--- src/hw/rtl/rcas_pkg.sv ---
// shared types and constants for the region concatenation address splitter
`default_nettype none
package rcas_pkg;

   localparam int NUM_REGIONS_DEF     = 3;
   localparam int SECTOR_BYTES_DEF    = 65536;
   localparam int SUBSECTOR_BYTES_DEF = 4096;
   localparam int ADDR_BITS_DEF       = 24;

   localparam int MAX_REGIONS = 3;
   localparam int OFFSET_W    = 24;
   localparam int BYTES_W     = 25;
   localparam int VIRT_W      = 27;
   localparam int CSR_ADDR_W  = 5;
   localparam int CSR_DATA_W  = 32;
   localparam int TDATA_W     = 56;

   typedef enum logic [1:0] {
      OP_READ            = 2'd0,
      OP_WRITE           = 2'd1,
      OP_SECTOR_ERASE    = 2'd2,
      OP_SUBSECTOR_ERASE = 2'd3
   } op_type;

   typedef enum logic [1:0] {
      STATUS_OK         = 2'd0,
      STATUS_ERASE_SIZE = 2'd1,
      STATUS_BEYOND     = 2'd2
   } status_type;

   typedef enum logic [2:0] {
      CSR_REGION0_START  = 3'd0,
      CSR_REGION0_END    = 3'd1,
      CSR_REGION1_START  = 3'd2,
      CSR_REGION1_END    = 3'd3,
      CSR_REGION2_START  = 3'd4,
      CSR_REGION2_END    = 3'd5,
      CSR_ACTIVE_REGIONS = 3'd6
   } csr_index_type;

endpackage
`default_nettype wire

--- src/hw/rtl/region_concat_address_splitter.sv ---
// top level: splits a virtual flash request into one command per region it touches
//
// A request of 1 transaction yields 1 to 3 result transactions, one per cycle while the
// output is not stalled by rsp_tready, from a single output register. The request sits
// in an input register while its results are produced; the next request is taken in
// the same cycle that the last result of the current one is loaded into the output
// register. Region registers are read live, so they must be written only while idle;
// the block itself does not enforce this.
`default_nettype none
module region_concat_address_splitter #(
   parameter int NUM_REGIONS     = rcas_pkg::NUM_REGIONS_DEF,
   parameter int SECTOR_BYTES    = rcas_pkg::SECTOR_BYTES_DEF,
   parameter int SUBSECTOR_BYTES = rcas_pkg::SUBSECTOR_BYTES_DEF,
   parameter int ADDR_BITS       = rcas_pkg::ADDR_BITS_DEF
) (
   input  logic                              clock,
   input  logic                              reset,
   input  logic                              req_tvalid,
   output logic                              req_tready,
   input  logic [rcas_pkg::TDATA_W-1:0]      req_tdata,   // virt_offset, req_bytes
   input  logic [1:0]                        req_tuser,   // req_type
   output logic                              rsp_tvalid,
   input  logic                              rsp_tready,
   output logic [rcas_pkg::TDATA_W-1:0]      rsp_tdata,   // flash_addr, chunk_bytes
   output logic [3:0]                        rsp_tuser,   // flash_op, status
   output logic                              rsp_tlast,
   input  logic                              csr_psel,
   input  logic                              csr_penable,
   input  logic                              csr_pwrite,
   input  logic [rcas_pkg::CSR_ADDR_W-1:0]   csr_paddr,
   input  logic [rcas_pkg::CSR_DATA_W-1:0]   csr_pwdata,
   output logic [rcas_pkg::CSR_DATA_W-1:0]   csr_prdata,
   output logic                              csr_pready
);
   import rcas_pkg::*;

   localparam logic [1:0] NumRegions = 2'(NUM_REGIONS);
   localparam logic [BYTES_W-1:0] SectorBytes = BYTES_W'(SECTOR_BYTES);
   localparam logic [BYTES_W-1:0] SubsectorBytes = BYTES_W'(SUBSECTOR_BYTES);
   localparam logic [OFFSET_W-1:0] AddrMask = (ADDR_BITS >= OFFSET_W) ?
      {OFFSET_W{1'b1}} : OFFSET_W'((64'd1 << ADDR_BITS) - 64'd1);

   // configuration
   logic [BYTES_W-1:0]  region_start_ff [MAX_REGIONS];
   logic [BYTES_W-1:0]  region_end_ff   [MAX_REGIONS];
   logic [BYTES_W-1:0]  region_start_in [MAX_REGIONS];
   logic [BYTES_W-1:0]  region_end_in   [MAX_REGIONS];
   logic [1:0]          active_ff;
   logic [1:0]          active_in;
   logic                csr_write;
   csr_index_type       csr_index;

   // current request
   logic                cur_valid_ff, cur_valid_in;
   op_type              cur_op_ff, cur_op_in;
   logic [OFFSET_W-1:0] cur_offset_ff, cur_offset_in;
   logic [BYTES_W-1:0]  cur_bytes_ff, cur_bytes_in;
   logic [MAX_REGIONS-1:0] sent_ff, sent_in;

   // result register
   logic                rsp_valid_ff, rsp_valid_in;
   op_type              rsp_op_ff, rsp_op_in;
   logic [OFFSET_W-1:0] rsp_addr_ff, rsp_addr_in;
   logic [BYTES_W-1:0]  rsp_bytes_ff, rsp_bytes_in;
   logic                rsp_last_ff, rsp_last_in;
   status_type          rsp_status_ff, rsp_status_in;

   // chunk computation
   logic [1:0]          n_active;
   logic [BYTES_W-1:0]  reg_size  [MAX_REGIONS];
   logic [VIRT_W-1:0]   virt_begin [MAX_REGIONS];
   logic [VIRT_W-1:0]   virt_end   [MAX_REGIONS];
   logic [VIRT_W-1:0]   chunk_start [MAX_REGIONS];
   logic [VIRT_W-1:0]   chunk_stop  [MAX_REGIONS];
   logic [VIRT_W-1:0]   chunk_phys  [MAX_REGIONS];
   logic [BYTES_W-1:0]  chunk_bytes [MAX_REGIONS];
   logic [OFFSET_W-1:0] chunk_addr  [MAX_REGIONS];
   logic [MAX_REGIONS-1:0] hit, pending, sel;
   logic [VIRT_W-1:0]   req_begin, req_stop;
   logic                size_mismatch, size_zero, special, beyond, sel_last;
   logic                load, req_accept;

   // configuration port
   assign csr_pready = 1'b1;
   assign csr_write  = csr_psel & csr_penable & csr_pwrite & csr_pready;
   assign csr_index  = csr_index_type'(csr_paddr[4:2]);

   always_comb begin
      for (int i = 0; i < MAX_REGIONS; i++) begin
         region_start_in[i] = region_start_ff[i];
         region_end_in[i]   = region_end_ff[i];
      end
      active_in = active_ff;
      if (csr_write) begin
         unique case (csr_index)
            CSR_REGION0_START:  region_start_in[0] = csr_pwdata[BYTES_W-1:0];
            CSR_REGION0_END:    region_end_in[0]   = csr_pwdata[BYTES_W-1:0];
            CSR_REGION1_START:  region_start_in[1] = csr_pwdata[BYTES_W-1:0];
            CSR_REGION1_END:    region_end_in[1]   = csr_pwdata[BYTES_W-1:0];
            CSR_REGION2_START:  region_start_in[2] = csr_pwdata[BYTES_W-1:0];
            CSR_REGION2_END:    region_end_in[2]   = csr_pwdata[BYTES_W-1:0];
            CSR_ACTIVE_REGIONS: active_in          = csr_pwdata[1:0];
            default: ;
         endcase
      end
   end

   always_comb begin
      unique case (csr_index)
         CSR_REGION0_START:  csr_prdata = CSR_DATA_W'(region_start_ff[0]);
         CSR_REGION0_END:    csr_prdata = CSR_DATA_W'(region_end_ff[0]);
         CSR_REGION1_START:  csr_prdata = CSR_DATA_W'(region_start_ff[1]);
         CSR_REGION1_END:    csr_prdata = CSR_DATA_W'(region_end_ff[1]);
         CSR_REGION2_START:  csr_prdata = CSR_DATA_W'(region_start_ff[2]);
         CSR_REGION2_END:    csr_prdata = CSR_DATA_W'(region_end_ff[2]);
         CSR_ACTIVE_REGIONS: csr_prdata = CSR_DATA_W'(active_ff);
         default:            csr_prdata = '0;
      endcase
   end

   // region layout and chunks of the current request
   assign n_active  = (active_ff > NumRegions) ? NumRegions : active_ff;
   assign req_begin = VIRT_W'(cur_offset_ff);
   assign req_stop  = VIRT_W'(cur_offset_ff) + VIRT_W'(cur_bytes_ff);

   always_comb begin
      for (int i = 0; i < MAX_REGIONS; i++) begin
         if ((2'(i) < n_active) && (region_end_ff[i] > region_start_ff[i])) begin
            reg_size[i] = region_end_ff[i] - region_start_ff[i];
         end else begin
            reg_size[i] = '0;
         end
      end
      virt_begin[0] = '0;
      virt_end[0]   = VIRT_W'(reg_size[0]);
      for (int i = 1; i < MAX_REGIONS; i++) begin
         virt_begin[i] = virt_end[i-1];
         virt_end[i]   = virt_end[i-1] + VIRT_W'(reg_size[i]);
      end
      for (int i = 0; i < MAX_REGIONS; i++) begin
         hit[i] = (reg_size[i] != '0) && (virt_end[i] > req_begin) &&
                  (virt_begin[i] < req_stop);
         chunk_start[i] = (req_begin > virt_begin[i]) ? req_begin : virt_begin[i];
         chunk_stop[i]  = (req_stop < virt_end[i]) ? req_stop : virt_end[i];
         chunk_bytes[i] = BYTES_W'(chunk_stop[i] - chunk_start[i]);
         chunk_phys[i]  = VIRT_W'(region_start_ff[i]) + (chunk_start[i] - virt_begin[i]);
         chunk_addr[i]  = chunk_phys[i][OFFSET_W-1:0] & AddrMask;
      end
   end

   assign size_mismatch = ((cur_op_ff == OP_SECTOR_ERASE) && (cur_bytes_ff != SectorBytes)) ||
      ((cur_op_ff == OP_SUBSECTOR_ERASE) && (cur_bytes_ff != SubsectorBytes));
   assign size_zero = (cur_bytes_ff == '0);
   assign special   = size_mismatch || size_zero || (hit == '0);
   assign beyond    = req_stop > virt_end[MAX_REGIONS-1];
   assign pending   = hit & ~sent_ff;
   assign sel       = pending & (~pending + MAX_REGIONS'(1));
   assign sel_last  = ((pending & ~sel) == '0);

   // handshake
   assign load       = cur_valid_ff && (!rsp_valid_ff || rsp_tready);
   assign req_tready = !cur_valid_ff || (load && (special || sel_last));
   assign req_accept = req_tvalid && req_tready;

   always_comb begin
      cur_valid_in  = cur_valid_ff;
      sent_in       = sent_ff;
      cur_op_in     = cur_op_ff;
      cur_offset_in = cur_offset_ff;
      cur_bytes_in  = cur_bytes_ff;
      rsp_valid_in  = rsp_valid_ff && !rsp_tready;
      rsp_op_in     = rsp_op_ff;
      rsp_addr_in   = rsp_addr_ff;
      rsp_bytes_in  = rsp_bytes_ff;
      rsp_last_in   = rsp_last_ff;
      rsp_status_in = rsp_status_ff;

      if (load) begin
         rsp_valid_in = 1'b1;
         rsp_op_in    = cur_op_ff;
         if (special) begin
            rsp_addr_in  = '0;
            rsp_bytes_in = '0;
            rsp_last_in  = 1'b1;
            if (size_mismatch) begin
               rsp_status_in = STATUS_ERASE_SIZE;
            end else if (size_zero) begin
               rsp_status_in = STATUS_OK;
            end else begin
               rsp_status_in = STATUS_BEYOND;
            end
            cur_valid_in = 1'b0;
         end else begin
            rsp_addr_in  = '0;
            rsp_bytes_in = '0;
            for (int i = 0; i < MAX_REGIONS; i++) begin
               if (sel[i]) begin
                  rsp_addr_in  = chunk_addr[i];
                  rsp_bytes_in = chunk_bytes[i];
               end
            end
            rsp_last_in   = sel_last;
            rsp_status_in = (sel_last && beyond) ? STATUS_BEYOND : STATUS_OK;
            sent_in       = sent_ff | sel;
            if (sel_last) begin
               cur_valid_in = 1'b0;
            end
         end
      end

      if (req_accept) begin
         cur_valid_in  = 1'b1;
         sent_in       = '0;
         cur_op_in     = op_type'(req_tuser);
         cur_offset_in = req_tdata[OFFSET_W-1:0];
         cur_bytes_in  = req_tdata[OFFSET_W+BYTES_W-1:OFFSET_W];
      end
   end

   always_ff @(posedge clock) begin
      if (reset) begin
         for (int i = 0; i < MAX_REGIONS; i++) begin
            region_start_ff[i] <= '0;
            region_end_ff[i]   <= '0;
         end
         active_ff    <= '0;
         cur_valid_ff <= 1'b0;
         sent_ff      <= '0;
         rsp_valid_ff <= 1'b0;
      end else begin
         for (int i = 0; i < MAX_REGIONS; i++) begin
            region_start_ff[i] <= region_start_in[i];
            region_end_ff[i]   <= region_end_in[i];
         end
         active_ff    <= active_in;
         cur_valid_ff <= cur_valid_in;
         sent_ff      <= sent_in;
         rsp_valid_ff <= rsp_valid_in;
      end
   end

   always_ff @(posedge clock) begin
      cur_op_ff     <= cur_op_in;
      cur_offset_ff <= cur_offset_in;
      cur_bytes_ff  <= cur_bytes_in;
      rsp_op_ff     <= rsp_op_in;
      rsp_addr_ff   <= rsp_addr_in;
      rsp_bytes_ff  <= rsp_bytes_in;
      rsp_last_ff   <= rsp_last_in;
      rsp_status_ff <= rsp_status_in;
   end

   assign rsp_tvalid = rsp_valid_ff;
   assign rsp_tdata  = {{(TDATA_W-OFFSET_W-BYTES_W){1'b0}}, rsp_bytes_ff, rsp_addr_ff};
   assign rsp_tuser  = {rsp_status_ff, rsp_op_ff};
   assign rsp_tlast  = rsp_last_ff;

endmodule
`default_nettype wire

--- config.mk ---
export PLATFORM = sky130hd
export DESIGN_NAME = region_concat_address_splitter
export DESIGN_NICKNAME = d
export VERILOG_FILES = /design/src/hw/rtl/rcas_pkg.sv /design/src/hw/rtl/region_concat_address_splitter.sv
export SDC_FILE = /design/constraint.sdc
export NUM_CORES = 2
export LEC_CHECK = 0
export BUFFER_PORTS_ARGS = -buffer_cell sky130_fd_sc_hd__clkbuf_2
export CAP_MARGIN = 30
export CORE_UTILIZATION = 50
export DETAILED_ROUTE_END_ITERATION = 10
export GPL_TIMING_DRIVEN = 0
export HOLD_SLACK_MARGIN = 0.12
export PLACE_DENSITY = 0.65
export SETUP_SLACK_MARGIN = 0.05
export SYNTH_ARGS = -nofsm -noshare
export SYNTH_HDL_FRONTEND = slang
export SYNTH_SLANG_ARGS = --single-unit
--- constraint.sdc ---
create_clock -name clock -period 39.7 [get_ports clock]
set_clock_uncertainty 0.05 [all_clocks]
set_input_delay 7.94 -clock clock [delete_from_list [all_inputs] [get_ports clock]]
set_output_delay 7.94 -clock clock [all_outputs]
set_load 0.01 [all_outputs]
==> summary.md <==
| Metric | Value |
|---|---|
| TritonCTS buffer count | 29 |
| First-pass GRT wire length | 195000 µm |
| Syn-to-layout area delta | 9.49% |
| Die width | 253 µm |
| Largest net degree at the start of global routing | 31 |
| Gr usage total | 0.416 |
| Filler instances | approximately 6200 |
| Peak supply drop | between 0.03 and 0.04 mV |
| Post-Synth XOR/XNOR Area | 0.0671 |
| DP Wirelength | about 110000 µm |
| Hold WC Path Type | flip-flop to flip-flop |
| Primary FF master, synth | dfxtp_1 |
| Crit-path max FO | 10 |
| Synthesized flop and latch total | 262 |
| Sequential element share of the synthesized area | 0.200 |
| Clock Sinks | 262 |
| Ports | 198 |
| Yosys Warn Count | 0 |
| Final period util | 0.536 |
| Detailed Route WL | around 140000 µm |
| Core area | 62100 µm² |
| Achievable Freq | 47.0 MHz |
| Clock Pin Slew Worst Setup and Hold Paths | 0.06 ns |
| TNS Setup | 0 ns |
| Commonest non-fill, non-tap cells in the layout | nand2_1, ha_1, a21oi_1, inv_1, nor2_1 |
| Vias in the first global route | 30493 |
| Antenna Nets Post-Route | 0 |
| Largest family of logic cells by synthesized area | compound AO/OA/AOI/OAI gates |
| Critical Path RT | roughly 32 ns |
| CTS tree | yes |
| Crit Path Category | flip-flop to output pin |
| H-tree Lvls | 1 |
| Hold_buf cts | 0 |
| Root Buffer | clkbuf_16 |
| CTS resizes | 0 |
| DRC | 0 |
| Die height | roughly 250 µm |
| Layout cells sized above 1 | 0.0723 |
| Setup crit end kind | output pin |
| Power Dens Cells | 27.8 nW/µm² |
| Cells after synthesis | 4138 |
| Adder-cell share of the synthesized area | 0.209 |
| DRT met1 WL | 54400 µm |
| Met3 wire length | 11100 µm |
| Complex-gate fraction of the synthesized area | 0.250 |
| Asr flop ratio synth | 0 |
| Postcts setup bufs | 0 |
| Max clock buf depth | 3 |
| Mapped cell area | 31600 µm² |
| DR vias | around 32000 |
| CP most frequent cell | a21o_1 |
| Crit-path max cell delay | 0.62 ns |
| Via density | 6.19 |
| Outcome | finished clean |
| Initial antenna violation count | 3 |
| Period minus WS final | ~21 ns |
| Hold Fails Final Rpt | 0 |
| Most common cell after layout, fill and taps aside | nand2_1 |
| Worst path slowest cell | dfxtp_1 |
| Least-Margin Pin Slew | 1.15 ns |
| Drt pass-1 iters | 6 |
| DRC marker count from the first detailed-route iteration | 3046 |
| Max Used Layer | met5 |
| Simple-gate share of the synthesized area | 0.195 |
| GP Congestion | 1.05 |
| MaxCap Viol Count | 0 |
| Pre-CTS setup slack | about 19 ns |
| Leakage power | 15.5 nW |
| Worst slew margin | 0.225 |
| Die area | 64100 µm² |
| Row cnt | about 90 |
| Slew Limit Fails | 0 |
| Setup crit start kind | flip-flop |
| CP Buf/Inv Count | 5 |
| Fin nets | 4957 |
| Multi-input logic area | 23200 µm² |
| Setup Viol. Count Final | 0 |
| I/O Buffers | 165 |
| Clk_lat worst skew | 0.61 ns |
| Register area | 6300 µm² |
| RSZ-0062 raised after global routing | false |
| Post-synthesis mux area share | 0.0112 |
| Starting Density | 0.508 |
| CP top delay family | compound AO/OA/AOI/OAI gates |
| Avg Synthesized Cell Area | 7.63 µm² |
| Per-cell routed wire length | 26.0 µm |
| WL met2 | 60800 µm |
| Post-synth EDFFs | between 100 and 150 |
| Setup WS post-layout | around 18 ns |
| Total gr overflow | 0 |
| Synth unique cells | 97 |
| CP Data Arrival Time | 13.28 ns |
## routing by layer
layer,GRT usage,up-vias
li1,-,15147
met1,0.517,15326
met2,0.672,1516
met3,0.0640,351
met4,0.262,2
met5,0,-
## registers in the layout (all words and copies together) (netlist names), 3 cells and up
| signal | flops |
|---|---|
| cur_bytes_ff | 25 |
| cur_offset_ff | 24 |
| region_end_ff | 75 |
| region_start_ff | 75 |
| rsp_addr_ff | 24 |
| rsp_bytes_ff | 25 |
| sent_ff | 3 |
## area by class of cell
| cell class | count | share of cell area |
|---|---|---|
| well taps | 837 | 0.0303 |
| diodes | 4 | 0.000290 |
| flip-flops and latches | 262 | 0.182 |
| clock inverters | 16 | 0.00315 |
| plain buffers | 170 | 0.0210 |
| multi-input cells | 3339 | 0.671 |
| clock buffers | 36 | 0.0221 |
| repair buffers | 179 | 0.0286 |
| inverters | 380 | 0.0413 |
## synth_stat cells, types with 10 or more instances
cell | number | area share
and2_1 | 36 | 0.0071
nand4_1 | 57 | 0.011
o211ai_1 | 21 | 0.0050
and3_1 | 35 | 0.0069
a22oi_1 | 110 | 0.026
o21bai_1 | 33 | 0.0079
o21a_1 | 62 | 0.015
and4_1 | 10 | 0.0028
o21ai_0 | 188 | 0.030
nand3b_1 | 11 | 0.0026
nand2_1 | 555 | 0.066
clkbuf_1 | 132 | 0.016
xnor2_1 | 155 | 0.043
mux2i_1 | 33 | 0.010
nor4_1 | 20 | 0.0040
or2_2 | 18 | 0.0036
inv_1 | 379 | 0.045
xor2_1 | 84 | 0.023
nand2b_1 | 46 | 0.0091
dfxtp_1 | 157 | 0.10
ha_1 | 440 | 0.17
a31o_2 | 11 | 0.0031
o31ai_1 | 13 | 0.0031
a21boi_0 | 14 | 0.0033
a21o_1 | 152 | 0.036
fa_1 | 54 | 0.034
a21oi_1 | 408 | 0.065
edfxtp_1 | 105 | 0.10
nand3_1 | 89 | 0.014
a211oi_1 | 24 | 0.0057
nor2_1 | 272 | 0.032
o21ai_1 | 16 | 0.0025
a31oi_1 | 33 | 0.0065
buf_4 | 15 | 0.0036
nor2b_1 | 61 | 0.012
buf_2 | 20 | 0.0032
o31a_1 | 17 | 0.0047
or3_1 | 18 | 0.0036
nor3_1 | 79 | 0.013
## logic make-up (layout without fill, tap and decap cells)
family | after synthesis | after routing
AOI/OAI and AO/OA | 1220 | 1220
muxes | 35 | 35
adders and majority gates | 496 | 496
other | 2 | 19
xor gates and xnor gates | 240 | 240
and+or+nand+nor | 1333 | 1333
buffers and inverters | 550 | 781
DFF | 262 | 262
## per-stage QoR
stage | area [µm²] | total power, mW | cells | hold slack (ns) | util
floorplan | 31600 | 0.581 | 4151 | 0.370 | -
CTS | 34500 | 0.953 | 5217 | 0.403 | 0.556
global placement | 33500 | 0.699 | 5153 | 0.390 | 0.539
detailed placement | 33600 | 0.700 | 5165 | 0.389 | 0.542
global route | 34500 | 1.01 | 5219 | 0.417 | 0.557
finish | 34500 | 0.962 | 5223 | 0.406 | 0.557
## where the power goes
| part | leakage (nW) | internal, mW | switching (mW) | total [mW] |
|---|---|---|---|---|
| combinational | 12.8 | 0.155 | 0.253 | 0.408 |
| sequential | 2.33 | 0.287 | 0.0129 | 0.300 |
| clock | 0.419 | 0.137 | 0.118 | 0.254 |
| total | 15.5 | 0.579 | 0.383 | 0.962 |
## final timing paths
check,startpoint,endpoint,slack (ns),cells after the start
worst min-delay path,cur_op_ff[1],rsp_op_ff[1],0.41,0
worst min register to register,cur_op_ff[1],rsp_op_ff[1],0.41,0
worst max-delay path,region_start_ff[0][26],req_tready,18.43,48
worst max register to register,region_start_ff[0][26],rsp_bytes_ff[24],22.76,61
Power figures use the tool's default switching activity.
